**config.mk**
```make
export PLATFORM = sky130hd
export DESIGN_NAME = bounded_array_list
export DESIGN_NICKNAME = d
export VERILOG_FILES = /design/src/rtl/bal_pkg.sv /design/src/rtl/bal_ram.sv /design/src/rtl/bal_ctrl.sv /design/src/rtl/bounded_array_list.sv
export SDC_FILE = /design/constraint.sdc
export NUM_CORES = 1
export LEC_CHECK = 0
export BUFFER_PORTS_ARGS = -buffer_cell sky130_fd_sc_hd__buf_2
export CELL_PAD_IN_SITES_DETAIL_PLACEMENT = 0
export CELL_PAD_IN_SITES_GLOBAL_PLACEMENT = 2
export CORE_UTILIZATION = 50
export CTS_CLUSTER_SIZE = 16
export DETAILED_ROUTE_END_ITERATION = 10
export PLACE_DENSITY = 0.94
export SYNTH_ARGS = -nofsm -noshare
export SYNTH_HDL_FRONTEND = slang
export SYNTH_HIERARCHICAL = 1
export SYNTH_SLANG_ARGS = --single-unit
```
**constraint.sdc**
```tcl
create_clock -name clk -period 13.4 [get_ports clk]
set_input_delay 2.68 -clock clk [delete_from_list [all_inputs] [get_ports clk]]
set_output_delay 2.68 -clock clk [all_outputs]
set_load 0.02 [all_outputs]
```
**src/rtl/bal_pkg.sv**
```systemverilog
package bal_pkg;

  localparam int CMD_W   = 3;
  localparam int POS_W   = 5;
  localparam int VALUE_W = 32;
  localparam int STAT_W  = 2;
  localparam int COUNT_W = 5;
  localparam int CAP_W   = 5;

  localparam logic [CAP_W-1:0] CAP_RESET = 5'd16;

  localparam logic [CMD_W-1:0] CMD_APPEND = 3'd0;
  localparam logic [CMD_W-1:0] CMD_INSERT = 3'd1;
  localparam logic [CMD_W-1:0] CMD_DELETE = 3'd2;
  localparam logic [CMD_W-1:0] CMD_SORT   = 3'd3;
  localparam logic [CMD_W-1:0] CMD_FIND   = 3'd4;

  localparam logic [STAT_W-1:0] ST_OK     = 2'd0;
  localparam logic [STAT_W-1:0] ST_FULL   = 2'd1;
  localparam logic [STAT_W-1:0] ST_BADIDX = 2'd2;

  typedef struct packed {
    logic [CMD_W-1:0]          cmd;
    logic [POS_W-1:0]          position;
    logic signed [VALUE_W-1:0] value;
  } in_t;

  typedef struct packed {
    logic [STAT_W-1:0]  status;
    logic               found;
    logic [COUNT_W-1:0] count;
  } out_t;

endpackage

```
**src/rtl/bal_ram.sv**
```systemverilog
module bal_ram #(
  parameter int WIDTH = 32,
  parameter int DEPTH = 16,
  localparam int AW = $clog2(DEPTH)
) (
  input  logic             clk,
  input  logic             we,
  input  logic [AW-1:0]    waddr,
  input  logic [WIDTH-1:0] wdata,
  input  logic             re,
  input  logic [AW-1:0]    raddr,
  output logic [WIDTH-1:0] rdata
);

  logic [WIDTH-1:0] mem_r [DEPTH];
  logic [WIDTH-1:0] rdata_r;

  always_ff @(posedge clk) begin
    if (we) begin
      mem_r[waddr] <= wdata;
    end
    if (re) begin
      rdata_r <= mem_r[raddr];
    end
  end

  assign rdata = rdata_r;

endmodule

```
**src/rtl/bal_ctrl.sv**
```systemverilog
module bal_ctrl #(
  parameter int DEPTH = 16,
  parameter int WIDTH = 32,
  localparam int AW = $clog2(DEPTH),
  localparam int CW = $clog2(DEPTH + 1)
) (
  input  logic             clk,
  input  logic             rst_n,
  input  logic             start,
  output logic             busy,
  input  bal_pkg::in_t     in_data,
  input  logic [CW-1:0]    cap_eff,
  output logic             out_valid,
  output bal_pkg::out_t    out_data,
  output logic             ram_we,
  output logic [AW-1:0]    ram_waddr,
  output logic [WIDTH-1:0] ram_wdata,
  output logic             ram_re,
  output logic [AW-1:0]    ram_raddr,
  input  logic [WIDTH-1:0] ram_rdata
);

  import bal_pkg::*;

  typedef enum logic [2:0] {S_IDLE, S_INS, S_DEL, S_FIND, S_SORT} state_t;

  state_t           state_r, state_nxt;
  logic [CW-1:0]    used_r, used_nxt;
  logic [AW-1:0]    idx_r, idx_nxt;
  logic [AW-1:0]    stop_r, stop_nxt;
  logic             iss_r, iss_nxt;
  logic             pend_r, pend_nxt;
  logic [AW-1:0]    pidx_r, pidx_nxt;
  logic [AW-1:0]    pos_r, pos_nxt;
  logic [WIDTH-1:0] word_r, word_nxt;
  logic [WIDTH-1:0] max_r, max_nxt;
  logic             swap_r, swap_nxt;
  logic             found_r, found_nxt;
  logic             out_valid_r, out_valid_nxt;
  out_t             out_data_r, out_data_nxt;

  logic [WIDTH-1:0] in_word;
  logic             full;
  logic             accept;

  assign in_word = WIDTH'(in_data.value);
  assign full    = (used_r >= cap_eff);
  assign busy    = (state_r != S_IDLE);
  assign accept  = start && (state_r == S_IDLE);

  always_comb begin
    state_nxt     = state_r;
    used_nxt      = used_r;
    idx_nxt       = idx_r;
    stop_nxt      = stop_r;
    iss_nxt       = iss_r;
    pend_nxt      = 1'b0;
    pidx_nxt      = pidx_r;
    pos_nxt       = pos_r;
    word_nxt      = word_r;
    max_nxt       = max_r;
    swap_nxt      = swap_r;
    found_nxt     = found_r;
    out_valid_nxt = 1'b0;
    out_data_nxt  = out_data_r;
    ram_we        = 1'b0;
    ram_waddr     = pidx_r;
    ram_wdata     = ram_rdata;
    ram_re        = 1'b0;
    ram_raddr     = idx_r;

    // Scan engine: one read per cycle, the returned word is used in the cycle after its read.
    if (state_r != S_IDLE) begin
      pend_nxt = iss_r;
      pidx_nxt = idx_r;
      if (iss_r) begin
        ram_re = 1'b1;
        if (idx_r == stop_r) begin
          iss_nxt = 1'b0;
        end else if (state_r == S_INS) begin
          idx_nxt = idx_r - 1'b1;
        end else begin
          idx_nxt = idx_r + 1'b1;
        end
      end
    end

    unique case (state_r)
      S_IDLE: begin
        if (accept) begin
          out_data_nxt.status = ST_OK;
          out_data_nxt.found  = 1'b0;
          case (in_data.cmd)
            CMD_APPEND: begin
              out_valid_nxt = 1'b1;
              if (full) begin
                out_data_nxt.status = ST_FULL;
              end else begin
                ram_we    = 1'b1;
                ram_waddr = AW'(used_r);
                ram_wdata = in_word;
                used_nxt  = used_r + 1'b1;
              end
            end
            CMD_INSERT: begin
              if (full) begin
                out_valid_nxt       = 1'b1;
                out_data_nxt.status = ST_FULL;
              end else if (32'(in_data.position) > 32'(used_r)) begin
                out_valid_nxt       = 1'b1;
                out_data_nxt.status = ST_BADIDX;
              end else if (32'(in_data.position) == 32'(used_r)) begin
                out_valid_nxt = 1'b1;
                ram_we        = 1'b1;
                ram_waddr     = AW'(used_r);
                ram_wdata     = in_word;
                used_nxt      = used_r + 1'b1;
              end else begin
                pos_nxt   = AW'(in_data.position);
                word_nxt  = in_word;
                idx_nxt   = AW'(used_r - 1'b1);
                stop_nxt  = AW'(in_data.position);
                iss_nxt   = 1'b1;
                state_nxt = S_INS;
              end
            end
            CMD_DELETE: begin
              if (32'(in_data.position) >= 32'(used_r)) begin
                out_valid_nxt       = 1'b1;
                out_data_nxt.status = ST_BADIDX;
              end else if (32'(in_data.position) + 32'd1 == 32'(used_r)) begin
                out_valid_nxt = 1'b1;
                used_nxt      = used_r - 1'b1;
              end else begin
                idx_nxt   = AW'(in_data.position) + 1'b1;
                stop_nxt  = AW'(used_r - 1'b1);
                iss_nxt   = 1'b1;
                state_nxt = S_DEL;
              end
            end
            CMD_SORT: begin
              if (used_r < CW'(2)) begin
                out_valid_nxt = 1'b1;
              end else begin
                idx_nxt   = '0;
                stop_nxt  = AW'(used_r - 1'b1);
                swap_nxt  = 1'b0;
                iss_nxt   = 1'b1;
                state_nxt = S_SORT;
              end
            end
            CMD_FIND: begin
              if (used_r == '0) begin
                out_valid_nxt = 1'b1;
              end else begin
                word_nxt  = in_word;
                found_nxt = 1'b0;
                idx_nxt   = '0;
                stop_nxt  = AW'(used_r - 1'b1);
                iss_nxt   = 1'b1;
                state_nxt = S_FIND;
              end
            end
            default: begin
              out_valid_nxt = 1'b1;
            end
          endcase
        end
      end
      S_INS: begin
        if (pend_r) begin
          ram_we    = 1'b1;
          ram_waddr = pidx_r + 1'b1;
          ram_wdata = ram_rdata;
        end else if (!iss_r) begin
          ram_we              = 1'b1;
          ram_waddr           = pos_r;
          ram_wdata           = word_r;
          used_nxt            = used_r + 1'b1;
          out_valid_nxt       = 1'b1;
          out_data_nxt.status = ST_OK;
          out_data_nxt.found  = 1'b0;
          state_nxt           = S_IDLE;
        end
      end
      S_DEL: begin
        if (pend_r) begin
          ram_we    = 1'b1;
          ram_waddr = pidx_r - 1'b1;
          ram_wdata = ram_rdata;
        end else if (!iss_r) begin
          used_nxt            = used_r - 1'b1;
          out_valid_nxt       = 1'b1;
          out_data_nxt.status = ST_OK;
          out_data_nxt.found  = 1'b0;
          state_nxt           = S_IDLE;
        end
      end
      S_FIND: begin
        if (pend_r) begin
          if (ram_rdata == word_r) begin
            found_nxt = 1'b1;
          end
        end else if (!iss_r) begin
          out_valid_nxt       = 1'b1;
          out_data_nxt.status = ST_OK;
          out_data_nxt.found  = found_r;
          state_nxt           = S_IDLE;
        end
      end
      S_SORT: begin
        // Bubble pass: the larger word rides along in max_r, the smaller one
        // is written back one place lower.
        if (pend_r) begin
          if (pidx_r == '0) begin
            max_nxt = ram_rdata;
          end else begin
            ram_we    = 1'b1;
            ram_waddr = pidx_r - 1'b1;
            if ($signed(max_r) > $signed(ram_rdata)) begin
              ram_wdata = ram_rdata;
              swap_nxt  = 1'b1;
            end else begin
              ram_wdata = max_r;
              max_nxt   = ram_rdata;
            end
          end
        end else if (!iss_r) begin
          ram_we    = 1'b1;
          ram_waddr = stop_r;
          ram_wdata = max_r;
          if (stop_r == AW'(1) || !swap_r) begin
            out_valid_nxt       = 1'b1;
            out_data_nxt.status = ST_OK;
            out_data_nxt.found  = 1'b0;
            state_nxt           = S_IDLE;
          end else begin
            stop_nxt = stop_r - 1'b1;
            idx_nxt  = '0;
            swap_nxt = 1'b0;
            iss_nxt  = 1'b1;
          end
        end
      end
      default: begin
        state_nxt = S_IDLE;
      end
    endcase

    if (out_valid_nxt) begin
      out_data_nxt.count = COUNT_W'(used_nxt);
    end
  end

  always_ff @(posedge clk) begin
    if (!rst_n) begin
      state_r     <= S_IDLE;
      used_r      <= '0;
      iss_r       <= 1'b0;
      pend_r      <= 1'b0;
      out_valid_r <= 1'b0;
    end else begin
      state_r     <= state_nxt;
      used_r      <= used_nxt;
      iss_r       <= iss_nxt;
      pend_r      <= pend_nxt;
      out_valid_r <= out_valid_nxt;
    end
    idx_r      <= idx_nxt;
    stop_r     <= stop_nxt;
    pidx_r     <= pidx_nxt;
    pos_r      <= pos_nxt;
    word_r     <= word_nxt;
    max_r      <= max_nxt;
    swap_r     <= swap_nxt;
    found_r    <= found_nxt;
    out_data_r <= out_data_nxt;
  end

  assign out_valid = out_valid_r;
  assign out_data  = out_data_r;

  a_used_bound: assert property (@(posedge clk) disable iff (!rst_n)
    used_r <= CW'(DEPTH))
    else $error("entry count exceeds the list depth");

  a_no_rw_clash: assert property (@(posedge clk) disable iff (!rst_n)
    ram_we && ram_re |-> ram_waddr != ram_raddr)
    else $error("read and write to the same entry in one cycle");

  a_count_with_result: assert property (@(posedge clk) disable iff (!rst_n)
    used_r != $past(used_r) |-> out_valid_r)
    else $error("entry count changed without a result word");

  a_start_progress: assert property (@(posedge clk) disable iff (!rst_n)
    accept |=> out_valid_r || state_r != S_IDLE)
    else $error("accepted command neither finished nor started work");

endmodule

```
**src/rtl/bounded_array_list.sv**
```systemverilog
// Bounded ordered list of signed words kept in one single-port-write,
// registered-read RAM. A command is taken when start is high and busy is
// low; its result word appears on out_data with out_valid high for exactly
// one cycle and cannot be held off. Append, insert at the end of the list,
// rejected commands and trivial cases (delete of the last entry, sort of fewer
// than two entries, find on an empty list, unknown codes) keep busy low and
// give their result in the cycle after the command. Other commands hold busy
// high while they work through the RAM. Insert at a position p below used
// moves the entries from used - 1 down to p one place up and then writes the
// new word at p; delete at p moves the entries above p one place down; one
// entry is moved per cycle through the RAM. Find reads every entry once and
// compares it. Sort is a bubble sort over the RAM: each pass walks the first
// k entries, passes shrink by one and stop early once a pass makes no swap,
// so a sorted list costs one pass. The single RAM read and write port sets
// the pace of all of these. busy drops in the cycle the result is shown, so
// a new command may start then. The capacity register (reset 16, taken as
// DEPTH when above it) is written through cfg_valid/cfg_ready while the
// block is idle and no command is offered.
module bounded_array_list #(
  parameter int DEPTH = 16,
  parameter int WIDTH = 32
) (
  input  logic                  clk,
  input  logic                  rst_n,
  input  logic                  start,
  output logic                  busy,
  input  bal_pkg::in_t          in_data,
  output logic                  out_valid,
  output bal_pkg::out_t         out_data,
  input  logic                  cfg_valid,
  output logic                  cfg_ready,
  input  logic [bal_pkg::CAP_W-1:0] cfg_data
);

  import bal_pkg::*;

  localparam int AW = $clog2(DEPTH);
  localparam int CW = $clog2(DEPTH + 1);

  logic [CAP_W-1:0] cap_r;
  logic [CW-1:0]    cap_eff;
  logic             ram_we;
  logic [AW-1:0]    ram_waddr;
  logic [WIDTH-1:0] ram_wdata;
  logic             ram_re;
  logic [AW-1:0]    ram_raddr;
  logic [WIDTH-1:0] ram_rdata;

  // A capacity word is never taken at the edge that takes a command.
  assign cfg_ready = !busy && !start;

  always_ff @(posedge clk) begin
    if (!rst_n) begin
      cap_r <= CAP_RESET;
    end else if (cfg_valid && cfg_ready) begin
      cap_r <= cfg_data;
    end
  end

  // A capacity above the RAM depth is treated as the depth.
  assign cap_eff = (32'(cap_r) > DEPTH) ? CW'(DEPTH) : CW'(cap_r);

  bal_ctrl #(
    .DEPTH(DEPTH),
    .WIDTH(WIDTH)
  ) u_ctrl (
    .clk       (clk),
    .rst_n     (rst_n),
    .start     (start),
    .busy      (busy),
    .in_data   (in_data),
    .cap_eff   (cap_eff),
    .out_valid (out_valid),
    .out_data  (out_data),
    .ram_we    (ram_we),
    .ram_waddr (ram_waddr),
    .ram_wdata (ram_wdata),
    .ram_re    (ram_re),
    .ram_raddr (ram_raddr),
    .ram_rdata (ram_rdata)
  );

  bal_ram #(
    .WIDTH(WIDTH),
    .DEPTH(DEPTH)
  ) u_ram (
    .clk   (clk),
    .we    (ram_we),
    .waddr (ram_waddr),
    .wdata (ram_wdata),
    .re    (ram_re),
    .raddr (ram_raddr),
    .rdata (ram_rdata)
  );

endmodule

```
==> flow_metrics.tcl <==
set metrics [dict create \
    outcome "finished, final reports clean" \
    wl_mm 74.6 \
    final_util_pct 56.7 \
    cts_max_path_buffers 3 \
    fillCellCount 4280 \
    post_cts_resized 0 \
    clk_latency_ps 620 \
    clock_sink_count 650 \
    synthesis.area_mm2 0.0286 \
    hp-class "flip-flop to flip-flop" \
    ys_ff_latch 650 \
    grt_pass1_wl_mm 110 \
    crit_slowest_cell "o21ai_0" \
    areaGrowthSynthToFinish_pct 11.9 \
    yosys_warnings 6 \
    critPathCaptureType "flip-flop" \
    final_common_cell "edfxtp_1" \
    setup_viol 0 \
    critPathLaunchType "primary input" \
    finClkSkew_ps 31.0 \
    fmax_mhz 154 \
    drive_gt1_share_pct 19.5 \
    h-tree-depth 3 \
    worstPathMaxFanout 17 \
    p_leak_nw 10.1 \
    synth_edf_count 630 \
    worst_pin_slew_ps 1220 \
    p_sw_share_pct 23.1 \
    grt_remaining_overflow 0 \
    nets 1932 \
    cap_violations 0 \
    synth_cell_types 74 \
    rows 87 \
    vias_per_cell 6.51 \
    p_seq_share_pct 50.3 \
    pin_count 60 \
    critical_path_class "primary input to flip-flop" \
    clkPwrFrac_pct 40.4 \
    clk_pin_slew_worst_paths_ps 50 \
    cts_tree "built" \
    p_comb_share_pct 9.4 \
    die_w_um 241 \
    place_congestion 0.917 \
    powerDensity_mw_per_mm2 142 \
    finalSetupTns_ps 0 \
    crit_top_cell "and2_1" \
    drc 0 \
    slew_headroom_pct 18.4 \
    worst-endpoint-arrival_ps 6770 \
    syn_nets 1875 \
    synthCells 1774 \
    slew_violations 0 \
    async_flop_share_pct 0 \
    most-common-layout-cells "edfxtp_1 (630), nand2_1 (153), mux4_2 (128), o211ai_1 (76), clkbuf_16 (70)" \
    switchingPower_mw 1.05 \
    ir_drop_mv 0.128 \
    fin_area_mm2 0.0320 \
    min_period_ps 6500 \
    avgRoutedWirePerCell_um 28.3 \
    clockRootBuffer "clkbuf_16" \
    track_usage_pct 26.2 \
    cts_buffers 68 \
    reg2reg_setup_slack_ps 8090 \
    placed_area_mm2 0.0298 \
    ys_seq_area_share_pct 67.6 \
    port_buffers 59 \
    finalHoldViolations 0 \
    vias 17200 \
    syn_area_per_cell_um2 16.1 \
    synth_ff_type "edfxtp_1" \
    max_stage_delay_ps 820 \
    critPathRequiredTime_ps 13670 \
    rsz0062_at_grt "false" \
    drt-initial-drc-count 2251 \
    first_pass_iters 6 \
    grt_pass1_vias 16900 \
    crit_path_cell_trace "buf_2 > ha_1 > and2_1 > nand4_1 > and2_1 > nor2_1 > nand3_1 > mux2i_1 > o21ai_0 > nand2_1 > nor2_4 > buf_4" \
    hold_buffers 0 \
    start_util_pct 50.7 \
    diodes 0 \
    die_h_um 241 \
    cts_setup_buffers 0 \
    grt_max_degree 72 \
    ant_nets 0 \
    fin_crit_sh_pct 48.5 \
    power.internal_mw 3.49 \
    die-area_mm2 0.0581 \
    core_area_mm2 0.0564 \
    dp_hpwl_mm 42.3 \
    antenna_found_initial 0 \
]
==> cell type report <==
cell class	count	area, um^2	share of cell area [%]
Clock buffer	92	1840	5.77
Clock inverter	30	323	1.01
Inverter	61	229	0.716
Multi-Input combinational cell	953	8720	27.3
Sequential cell	650	19300	60.4
Tap cell	756	946	2.96
Timing Repair Buffer	97	581	1.82
==> kinds of logic after synthesis <==
family                   synth area share, %
flip-flops                              67.6
AND/OR/NAND/NOR                         5.80
AO/OA/AOI/OAI                           8.43
buffers and inverters                   2.54
multiplexers                            11.6
XOR/XNOR                                1.74
adder cells (fa/ha/maj)                 2.30
==> path summary, 6_finish.rpt <==
kind / to / cells past startpoint / start
max: u_ram/mem_r[11][4]$_DFFE_PP_ / 12 / in_data[36]
min: cap_r[3]$_SDFFE_PN0P_ / 2 / cap_r[3]$_SDFFE_PN0P_
max reg2reg: u_ram/mem_r[11][4]$_DFFE_PP_ / 11 / u_ctrl/used_r[2]$_SDFF_PN0_
min reg2reg: cap_r[3]$_SDFFE_PN0P_ / 2 / cap_r[3]$_SDFFE_PN0P_
==> sequential cells by signal, summed over array words and instances (netlist names) <==
register,flops
u_ctrl/iss_r,1
u_ram/rdata,32
u_ctrl/pend_r,1
u_ctrl/max_r,32
u_ctrl/used_r,5
u_ctrl/out_data,8
u_ram/mem_r,512
u_ctrl/swap_r,1
u_ctrl/ram_raddr,4
u_ctrl/pidx_r,4
u_ctrl/stop_r,4
u_ctrl/found_r,1
cap_r,5
u_ctrl/state_r,3
u_ctrl/pos_r,4
u_ctrl/out_valid,1
u_ctrl/word_r,32
==> power by group through the flow <==
stage / sequential, mW / combinational (mW) / clock (mW)
floorplan: 2.31 / 0.316 / 0
global placement: 2.33 / 0.412 / 0
detailed placement: 2.33 / 0.421 / 0
CTS: 2.29 / 0.425 / 1.86
global route: 2.29 / 0.455 / 1.93
finish: 2.28 / 0.425 / 1.83
==> synthesized netlist by cell type (10+ instances only) <==
library cell  number  area share (%)
clkbuf_1          65            0.85
nand2_1          153             2.0
nor3_1            14            0.25
nand3_1           24            0.42
dfxtp_1           20             1.4
xnor2_1           38             1.2
nor2_1            48            0.63
nor4_1            12            0.26
inv_1             60            0.79
edfxtp_1         630              66
a22oi_1           65             1.7
o21ai_0           43            0.75
buf_2             19            0.33
mux4_2           128              10
a222oi_1          32             1.1
nand4_1           17            0.37
xor2_1            16            0.49
o211ai_1          76             2.0
a21oi_1           51            0.89
buf_4             10            0.26
buf_1             13            0.17
nor2b_1           10            0.22
ha_1              51             2.2
mux2i_1           42             1.5
and2_1            11            0.24
==> through the flow <==
step                setup WS [ps]  std cells  hold WS (ps)  power [mW]
finish                       6900       2639           455        4.54
global route                 6730       2639           476        4.67
CTS                          7030       2639           458        4.57
detailed placement           6450       2517           441        2.75
global placement             6580       2517           443        2.74
floorplan                    5990       1774           430        2.63
==> critical path: cells and delay by family <==
| kind | cells | cell delay [ps] |
|---|---|---|
| AOI/OAI and AO/OA | 1 | 820 |
| adders and majority gates | 1 | 300 |
| buffers and inverters | 2 | 560 |
| muxes | 1 | 150 |
| and+or+nand+nor | 7 | 2230 |
==> layer usage <==
layer / part of all wire (%) / global-route usage, %
met1: 39 / 35.5
met2: 47 / 41.9
met3: 9.7 / 5.04
met4: 4.0 / 10.4
met5: 0 / 0
(Power assumes the default switching activity.)
